--- src/hdl/interleaved_multi_producer_ring_assert.svh ---
// ---------------------------------------------------------------------------
// interleaved_multi_producer_ring assertion macros
// shared concurrent assertion forms, compiled out when ASSERT_OFF is set
// ---------------------------------------------------------------------------
`ifndef INTERLEAVED_MULTI_PRODUCER_RING_ASSERT_SVH
`define INTERLEAVED_MULTI_PRODUCER_RING_ASSERT_SVH

`ifndef ASSERT_OFF
// consequence holds in the same cycle as the antecedent
`define IMPR_ASSERT_NOW(label, clk, rst_n, ante, cons) \
    label: assert property (@(posedge clk) disable iff (!(rst_n)) (ante) |-> (cons)) \
        else $error("assertion failed");
// consequence holds in the cycle after the antecedent
`define IMPR_ASSERT_NEXT(label, clk, rst_n, ante, cons) \
    label: assert property (@(posedge clk) disable iff (!(rst_n)) (ante) |=> (cons)) \
        else $error("assertion failed");
`else
`define IMPR_ASSERT_NOW(label, clk, rst_n, ante, cons)
`define IMPR_ASSERT_NEXT(label, clk, rst_n, ante, cons)
`endif

`endif

--- src/hdl/impr_pkg.sv ---
// ---------------------------------------------------------------------------
// impr_pkg
// operation and status codes and the store control type for the ring
// ---------------------------------------------------------------------------
`default_nettype none

package impr_pkg;

    // operation codes
    localparam logic [1:0] FN_PUSH  = 2'd0;
    localparam logic [1:0] FN_POP   = 2'd1;
    localparam logic [1:0] FN_CLEAR = 2'd2;

    // result status codes
    localparam logic [1:0] ST_DONE         = 2'd0;
    localparam logic [1:0] ST_OCCUPIED     = 2'd1;
    localparam logic [1:0] ST_EMPTY        = 2'd2;
    localparam logic [1:0] ST_BAD_PRODUCER = 2'd3;

    // control from the ring logic to the payload store
    typedef struct packed {
        logic wr;
        logic clr;
    } t_mem_ctl;

endpackage

`default_nettype wire

--- src/hdl/impr_payload_store.sv ---
// ---------------------------------------------------------------------------
// impr_payload_store
// slot payload memory with one write and one registered read port; per-slot
// valid bits let a clear zero every payload
// ---------------------------------------------------------------------------
`default_nettype none

module impr_payload_store
    import impr_pkg::*;
#(
    parameter int SLOTS        = 16,
    parameter int PAYLOAD_BITS = 32,
    localparam int SW          = $clog2(SLOTS)
) (
    input  wire logic                    i_clk,
    input  wire logic                    i_rst_n,
    input  wire t_mem_ctl                i_ctl,
    input  wire logic [SW-1:0]           i_wr_addr,
    input  wire logic [PAYLOAD_BITS-1:0] i_wr_data,
    input  wire logic [SW-1:0]           i_rd_addr,
    output logic      [PAYLOAD_BITS-1:0] o_rd_data
);

    logic [PAYLOAD_BITS-1:0] r_mem [SLOTS];
    logic [SLOTS-1:0]        r_valid;
    logic [PAYLOAD_BITS-1:0] r_rd_data;
    logic                    r_rd_valid;

    // payload memory write and registered read
    always_ff @(posedge i_clk) begin
        if (i_ctl.wr) begin
            r_mem[i_wr_addr] <= i_wr_data;
        end
        r_rd_data <= r_mem[i_rd_addr];
    end

    // valid bits: an entry that is not valid reads as zero
    always_ff @(posedge i_clk) begin
        if (!i_rst_n) begin
            r_valid    <= '0;
            r_rd_valid <= 1'b0;
        end else begin
            r_rd_valid <= r_valid[i_rd_addr];
            if (i_ctl.clr) begin
                r_valid <= '0;
            end else if (i_ctl.wr) begin
                r_valid[i_wr_addr] <= 1'b1;
            end
        end
    end

    assign o_rd_data = r_rd_valid ? r_rd_data : '0;

endmodule

`default_nettype wire

--- src/hdl/interleaved_multi_producer_ring.sv ---
// o_done with the item's result is registered and rises in the cycle after an accepted start.
// Throughput: one item per cycle while busy is low; every push or pop touches one
// slot flag, one pointer and one port of the payload memory.
// The receiver cannot stall, so busy is high only during reset and the cycle after.
// Reset (i_rst_n low, synchronous): flags, payload valid bits and consumer
// pointer clear, producer pointer i loads i mod SLOTS, stride loads 5.
// ---------------------------------------------------------------------------
// interleaved_multi_producer_ring
// slot ring shared by interleaved producers and one in-order consumer
// ---------------------------------------------------------------------------
`default_nettype none

`include "interleaved_multi_producer_ring_assert.svh"

module interleaved_multi_producer_ring
    import impr_pkg::*;
#(
    parameter int SLOTS         = 16,
    parameter int MAX_PRODUCERS = 8,
    parameter int PAYLOAD_BITS  = 32
) (
    input  wire logic        i_clk,
    input  wire logic        i_rst_n,
    // config write channel
    input  wire logic        i_cfg_valid,
    output logic             o_cfg_ready,
    input  wire logic [3:0]  i_cfg_data,
    // command side
    input  wire logic        start,
    output logic             busy,
    input  wire logic [1:0]  i_func,
    input  wire logic [2:0]  i_producer_id,
    input  wire logic [31:0] i_payload_in,
    // result side
    output logic             o_done,
    output logic [1:0]       o_status,
    output logic [31:0]      o_payload_out,
    output logic [3:0]       o_slot_used
);

    localparam int SW = $clog2(SLOTS);
    localparam int PW = (MAX_PRODUCERS > 1) ? $clog2(MAX_PRODUCERS) : 1;

    // clamp a raw producer count to 1 .. MAX_PRODUCERS
    function automatic logic [3:0] clamp_stride(input logic [3:0] n);
        logic [3:0] s;
        s = n;
        if (s == 4'd0) begin
            s = 4'd1;
        end
        if (32'(s) > MAX_PRODUCERS) begin
            s = 4'(MAX_PRODUCERS);
        end
        return s;
    endfunction

    // reduce a stride below SLOTS, at most seven subtractions
    function automatic logic [SW-1:0] stride_mod(input logic [3:0] s);
        logic [4:0] v;
        v = {1'b0, s};
        for (int k = 0; k < 8; k++) begin
            if (32'(v) >= SLOTS) begin
                v = v - 5'(SLOTS);
            end
        end
        return SW'(v);
    endfunction

    logic [3:0]    r_stride;
    logic [SW-1:0] r_stride_mod;
    logic          r_busy;
    logic [SLOTS-1:0] r_full;
    logic [SW-1:0] r_ptr [MAX_PRODUCERS];
    logic [SW-1:0] r_cons;
    logic          r_done;
    logic [1:0]    r_status;
    logic [SW-1:0] r_slot;
    logic          r_pop_ok;

    logic          accept;
    logic          is_push;
    logic          is_pop;
    logic          is_clear;
    logic          pid_bad;
    logic [PW-1:0] pid_idx;
    logic [SW-1:0] push_slot;
    logic          push_ok;
    logic          pop_ok;
    logic [SW:0]   ptr_sum;
    logic [SW-1:0] n_ptr;
    logic [SW-1:0] n_cons;
    logic [1:0]    n_status;
    logic [SW-1:0] n_slot;
    t_mem_ctl      mem_ctl;
    logic [PAYLOAD_BITS-1:0] rd_data;

    // config register: stride and its value reduced mod SLOTS
    always_ff @(posedge i_clk) begin
        if (!i_rst_n) begin
            r_stride     <= clamp_stride(4'd5);
            r_stride_mod <= stride_mod(clamp_stride(4'd5));
        end else if (i_cfg_valid && o_cfg_ready) begin
            r_stride     <= clamp_stride(i_cfg_data);
            r_stride_mod <= stride_mod(clamp_stride(i_cfg_data));
        end
    end

    assign o_cfg_ready = ~r_busy;
    assign busy        = r_busy;

    // decode the accepted item
    assign accept   = start && !r_busy;
    assign is_push  = accept && (i_func == FN_PUSH);
    assign is_pop   = accept && (i_func == FN_POP);
    assign is_clear = accept && (i_func == FN_CLEAR);

    assign pid_bad   = ({1'b0, i_producer_id} >= r_stride);
    assign pid_idx   = PW'(i_producer_id);
    assign push_slot = r_ptr[pid_idx];
    assign push_ok   = is_push && !pid_bad && !r_full[push_slot];
    assign pop_ok    = is_pop && r_full[r_cons];

    // pointer advance with wrap
    always_comb begin
        ptr_sum = {1'b0, push_slot} + {1'b0, r_stride_mod};
        if (32'(ptr_sum) >= SLOTS) begin
            ptr_sum = ptr_sum - (SW+1)'(SLOTS);
        end
        n_ptr  = SW'(ptr_sum);
        n_cons = (32'(r_cons) == SLOTS - 1) ? '0 : r_cons + SW'(1);
    end

    // result status and addressed slot
    always_comb begin
        n_status = ST_DONE;
        n_slot   = '0;
        case (i_func)
            FN_PUSH: begin
                if (pid_bad) begin
                    n_status = ST_BAD_PRODUCER;
                end else begin
                    n_slot = push_slot;
                    if (r_full[push_slot]) begin
                        n_status = ST_OCCUPIED;
                    end
                end
            end
            FN_POP: begin
                n_slot = r_cons;
                if (!r_full[r_cons]) begin
                    n_status = ST_EMPTY;
                end
            end
            default: begin
                n_status = ST_DONE;
            end
        endcase
    end

    // ring state: flags and pointers
    always_ff @(posedge i_clk) begin
        if (!i_rst_n) begin
            r_busy <= 1'b1;
            r_full <= '0;
            r_cons <= '0;
            for (int i = 0; i < MAX_PRODUCERS; i++) begin
                r_ptr[i] <= SW'(i % SLOTS);
            end
        end else begin
            r_busy <= 1'b0;
            if (push_ok) begin
                r_full[push_slot] <= 1'b1;
                r_ptr[pid_idx]    <= n_ptr;
            end
            if (pop_ok) begin
                r_full[r_cons] <= 1'b0;
                r_cons         <= n_cons;
            end
        end
    end

    // result register
    always_ff @(posedge i_clk) begin
        if (!i_rst_n) begin
            r_done <= 1'b0;
        end else begin
            r_done <= accept;
        end
    end

    always_ff @(posedge i_clk) begin
        r_status <= n_status;
        r_slot   <= n_slot;
        r_pop_ok <= pop_ok;
    end

    // payload store
    assign mem_ctl.wr  = push_ok;
    assign mem_ctl.clr = is_clear;

    impr_payload_store #(
        .SLOTS        (SLOTS),
        .PAYLOAD_BITS (PAYLOAD_BITS)
    ) u_store (
        .i_clk     (i_clk),
        .i_rst_n   (i_rst_n),
        .i_ctl     (mem_ctl),
        .i_wr_addr (push_slot),
        .i_wr_data (PAYLOAD_BITS'(i_payload_in)),
        .i_rd_addr (r_cons),
        .o_rd_data (rd_data)
    );

    // result ports
    assign o_done        = r_done;
    assign o_status      = r_status;
    assign o_slot_used   = 4'(r_slot);
    assign o_payload_out = r_pop_ok ? 32'(rd_data) : 32'd0;

    // checks
    `IMPR_ASSERT_NEXT(a_done_follows_accept, i_clk, i_rst_n, accept, r_done)
    `IMPR_ASSERT_NEXT(a_no_done_without_accept, i_clk, i_rst_n, !accept, !r_done)
    `IMPR_ASSERT_NEXT(a_pop_clears_flag, i_clk, i_rst_n, pop_ok, !r_full[$past(r_cons)])
    `IMPR_ASSERT_NEXT(a_cons_moves_on_pop, i_clk, i_rst_n, !pop_ok, $stable(r_cons))
    `IMPR_ASSERT_NOW(a_bad_slot_zero, i_clk, i_rst_n, r_done && (r_status == ST_BAD_PRODUCER), r_slot == '0)

endmodule

`default_nettype wire
--- config.mk ---
export PLATFORM = sky130hd
export DESIGN_NAME = interleaved_multi_producer_ring
export DESIGN_NICKNAME = d
export VERILOG_FILES = /design/src/hdl/impr_pkg.sv /design/src/hdl/impr_payload_store.sv /design/src/hdl/interleaved_multi_producer_ring.sv
export VERILOG_INCLUDE_DIRS = /design/src /design/src/hdl
export SDC_FILE = /design/constraint.sdc
export NUM_CORES = 1
export LEC_CHECK = 0
export BUFFER_PORTS_ARGS = -buffer_cell sky130_fd_sc_hd__buf_2
export CAP_MARGIN = 5
export CORE_MARGIN = 5
export CORE_UTILIZATION = 50
export CTS_CLUSTER_SIZE = 40
export DETAILED_ROUTE_END_ITERATION = 6
export PLACE_DENSITY_LB_ADDON = 0.2
export SLEW_MARGIN = 20
export SYNTH_ARGS = -nofsm -noshare
export SYNTH_HDL_FRONTEND = slang
export SYNTH_SLANG_ARGS = --single-unit
--- constraint.sdc ---
create_clock -name i_clk -period 11.95 [get_ports i_clk]
set_clock_uncertainty 0.2 [all_clocks]
set_input_delay 2.39 -clock i_clk [delete_from_list [all_inputs] [get_ports i_clk]]
set_output_delay 2.39 -clock i_clk [all_outputs]
set_load 0.03 [all_outputs]
==> qor.yml <==
outcome: "finished clean"
area_growth_syn_to_layout_pct: 13.5
hold_viol_final: 0
worstPathArrival_ns: 6.05
grt_overflow: 0
finalNetCount: 1393
avgSynthCellArea_um2: 20.0
synth_edf_count: 544
io_pins: 86
max_freq_ghz: 0.166
initial_core_util: 0.504
intPower_mw: 3.51
p_comb_frac: 0.031
root_buffer: "clkbuf_16"
wl_per_cell_um: 25.0
finalCoreUtilization: 0.571
synth_cells: 1233
cts_buffer_depth: 3
die_h_um: 232
finalWeightedCongestion: 0.873
cts_buffers: 59
clkTransAtPathRegs_ns: 0.06
rsz0062_at_grt: "false"
hp-class: "reg -> reg"
die_x_um: 232
grt.busiest_layer: "met2"
synth_top_cells_by_area: "edfxtp_1, mux4_2, dfxtp_1"
yosysTopAreaCell: "edfxtp_1"
p_seq_frac: 0.542
muxShareOfSynthArea: 0.172
use_met2: 0.314
die_area_um2: 53700
antenna_found_initial: 2
whs_ns: 0.251
synthesis.area_um2: 24600
ys_async_sr_fraction: 0
maxSlewHeadroom: 0.238
post-route-period-util: 0.505
synth_cell_types: 62
met1_usage: 0.277
cp.required_ns: 11.97
layout-drive-gt1-share: 0.304
cap_violations: 0
yosys_warnings: 0
clk-insertion-delay-late_ns: 0.61
drtIter0Drc: 1043
grt_pass1_wl_um: 78700
switching_power_mw: 0.888
ys.flop_type: "edfxtp_1"
vias: 12100
postCtsSetupRepairBufs: 0
firstDrtPassIters: 6
wl_um: 51300
gr-usage-all-layers: 0.193
finalPower_mw: 4.40
seq_area_frac_synth: 0.731
setup.worst_path.end_class: "flip-flop"
synth_top_family_by_area: "multiplexers"
path_class: "in -> reg"
pwr-share-clk: 0.427
fin_setup_tns_ns: 0
viasPerCell: 5.88
min_period_ns: 6.03
final_cell_area_um2: 27900
ctsHtreeMaxLevel: 2
start_kind: "primary input"
synth_nets: 1289
cts_resized: 0
synth-compound-area-share: 0.0375
cts_tree: "built"
drc: 0
synth_xor_area_frac: 0.00198
leakage_nw: 8.91
power_density_nw_per_um2: 158
rows: 81
tightest_slew_ns: 1.13
ir_worst_vdd_v: 0.000197
synth.ff_latch_count: 626
cts_sinks: 626
dp_hpwl_um: 30500
holdBufCountCts: 0
first_global_vias: 12400
fp.coreArea_um2: 48800
met3_usage: 0.0322
antenna_left: 0
power.share.switching: 0.202
port_buffers: 85
synth-simple-area-share: 0.0355
synth_fa_ha_area_frac: 0.00590
placed_area_um2: 25900
yosys.area.top_type_share: 0.664
path_max_fanout: 32
finalSetupViolCount: 0
grt_max_degree: 59
final-max-slew-violation-count: 0
## cells in the mapped netlist, types with 14 or more instances
library cell,n
a21oi_1,44
and3_1,35
clkbuf_1,47
dfxtp_1,82
edfxtp_1,544
inv_1,14
mux2i_1,20
mux4_2,176
nand2_1,28
nand3_1,22
nor2_1,41
o211ai_1,16
o21a_1,18
## sequential cells by signal (all words and copies together), names as in the netlist
signal / flops
r_stride_mod: 4
o_done: 1
r_pop_ok: 1
u_store.r_mem: 512
u_store.r_rd_valid: 1
r_cons: 4
o_status: 2
u_store.r_rd_data: 32
r_ptr: 32
u_store.r_valid: 16
busy: 1
o_slot_used: 4
r_full: 16
## cell usage in the layout, fill, tap and decap left out, types with 20 or more instances in the layout
master / netlist / final
and3_1: 35 / 35
nand3_1: 22 / 22
buf_4: 2 / 31
mux2i_1: 20 / 20
mux4_2: 176 / 176
edfxtp_1: 544 / 544
dfxtp_1: 82 / 78
clkbuf_16: 0 / 60
nor2_1: 41 / 33
nand2_1: 28 / 28
buf_2: 13 / 85
a21oi_1: 44 / 44
## cell families (layout without fill, tap and decap cells)
logic type / after synthesis / after routing
AO/OA/AOI/OAI: 129 / 129
XOR/XNOR: 4 / 4
adder cells (fa/ha/maj): 11 / 11
buffers and inverters: 92 / 247
flip-flops: 626 / 626
multiplexers: 200 / 200
other: 0 / 2
AND/OR/NAND/NOR: 171 / 171
## critical path, cell delays in order
cell,delay [ns]
buf_2,0.39
mux2i_1,0.14
mux4_2,0.71
mux2_4,0.38
o2bb2ai_2,0.50
o21ai_1,0.51
nor2_4,1.00
## power by group through the flow
stage,clock network [mW],registers (mW),logic (mW)
global route,2.02,2.38,0.148
detailed placement,0,2.43,0.134
global placement,0,2.43,0.130
floorplan,0,2.43,0.0761
finish,1.88,2.38,0.136
CTS,1.92,2.38,0.134
## final timing paths
kind                            from             endpoint  slack [ns]  depth (start not counted)
setup reg to reg         r_ptr[6][2]  u_store.r_mem[2][3]        7.79                          6
hold / removal    u_store.r_valid[4]   u_store.r_valid[4]        0.25                          2
hold reg to reg   u_store.r_valid[4]   u_store.r_valid[4]        0.25                          2
setup / recovery    i_producer_id[0]  u_store.r_mem[2][3]        5.92                          7
## area by class of cell
class / instances / area (µm²)
Timing Repair Buffer: 118 / 706
Multi-Input combinational cell: 515 / 6340
Inverter: 17 / 63.8
Clock buffer: 90 / 1750
Fill cell: 3700 / 20900
Clock inverter: 22 / 226
Tap cell: 664 / 831
Sequential cell: 626 / 18000
Antenna cell: 2 / 5.00
## per-layer routing
metal | vias to the layer above | routed length, µm
li1 | 5324 | -
met1 | 6348 | 22100
met2 | 318 | 25200
met3 | 80 | 2800
met4 | 0 | 1070
met5 | - | 0
## metrics by stage
step / instances / setup WS (ns)
2_1_floorplan: 1233 / 4.21
3_3_place_gp: 1938 / 5.46
3_5_place_dp: 1938 / 5.33
4_1_cts: 2050 / 6.00
5_1_grt: 2053 / 5.69
6_report: 2054 / 5.92
(Power assumes the default switching activity.)
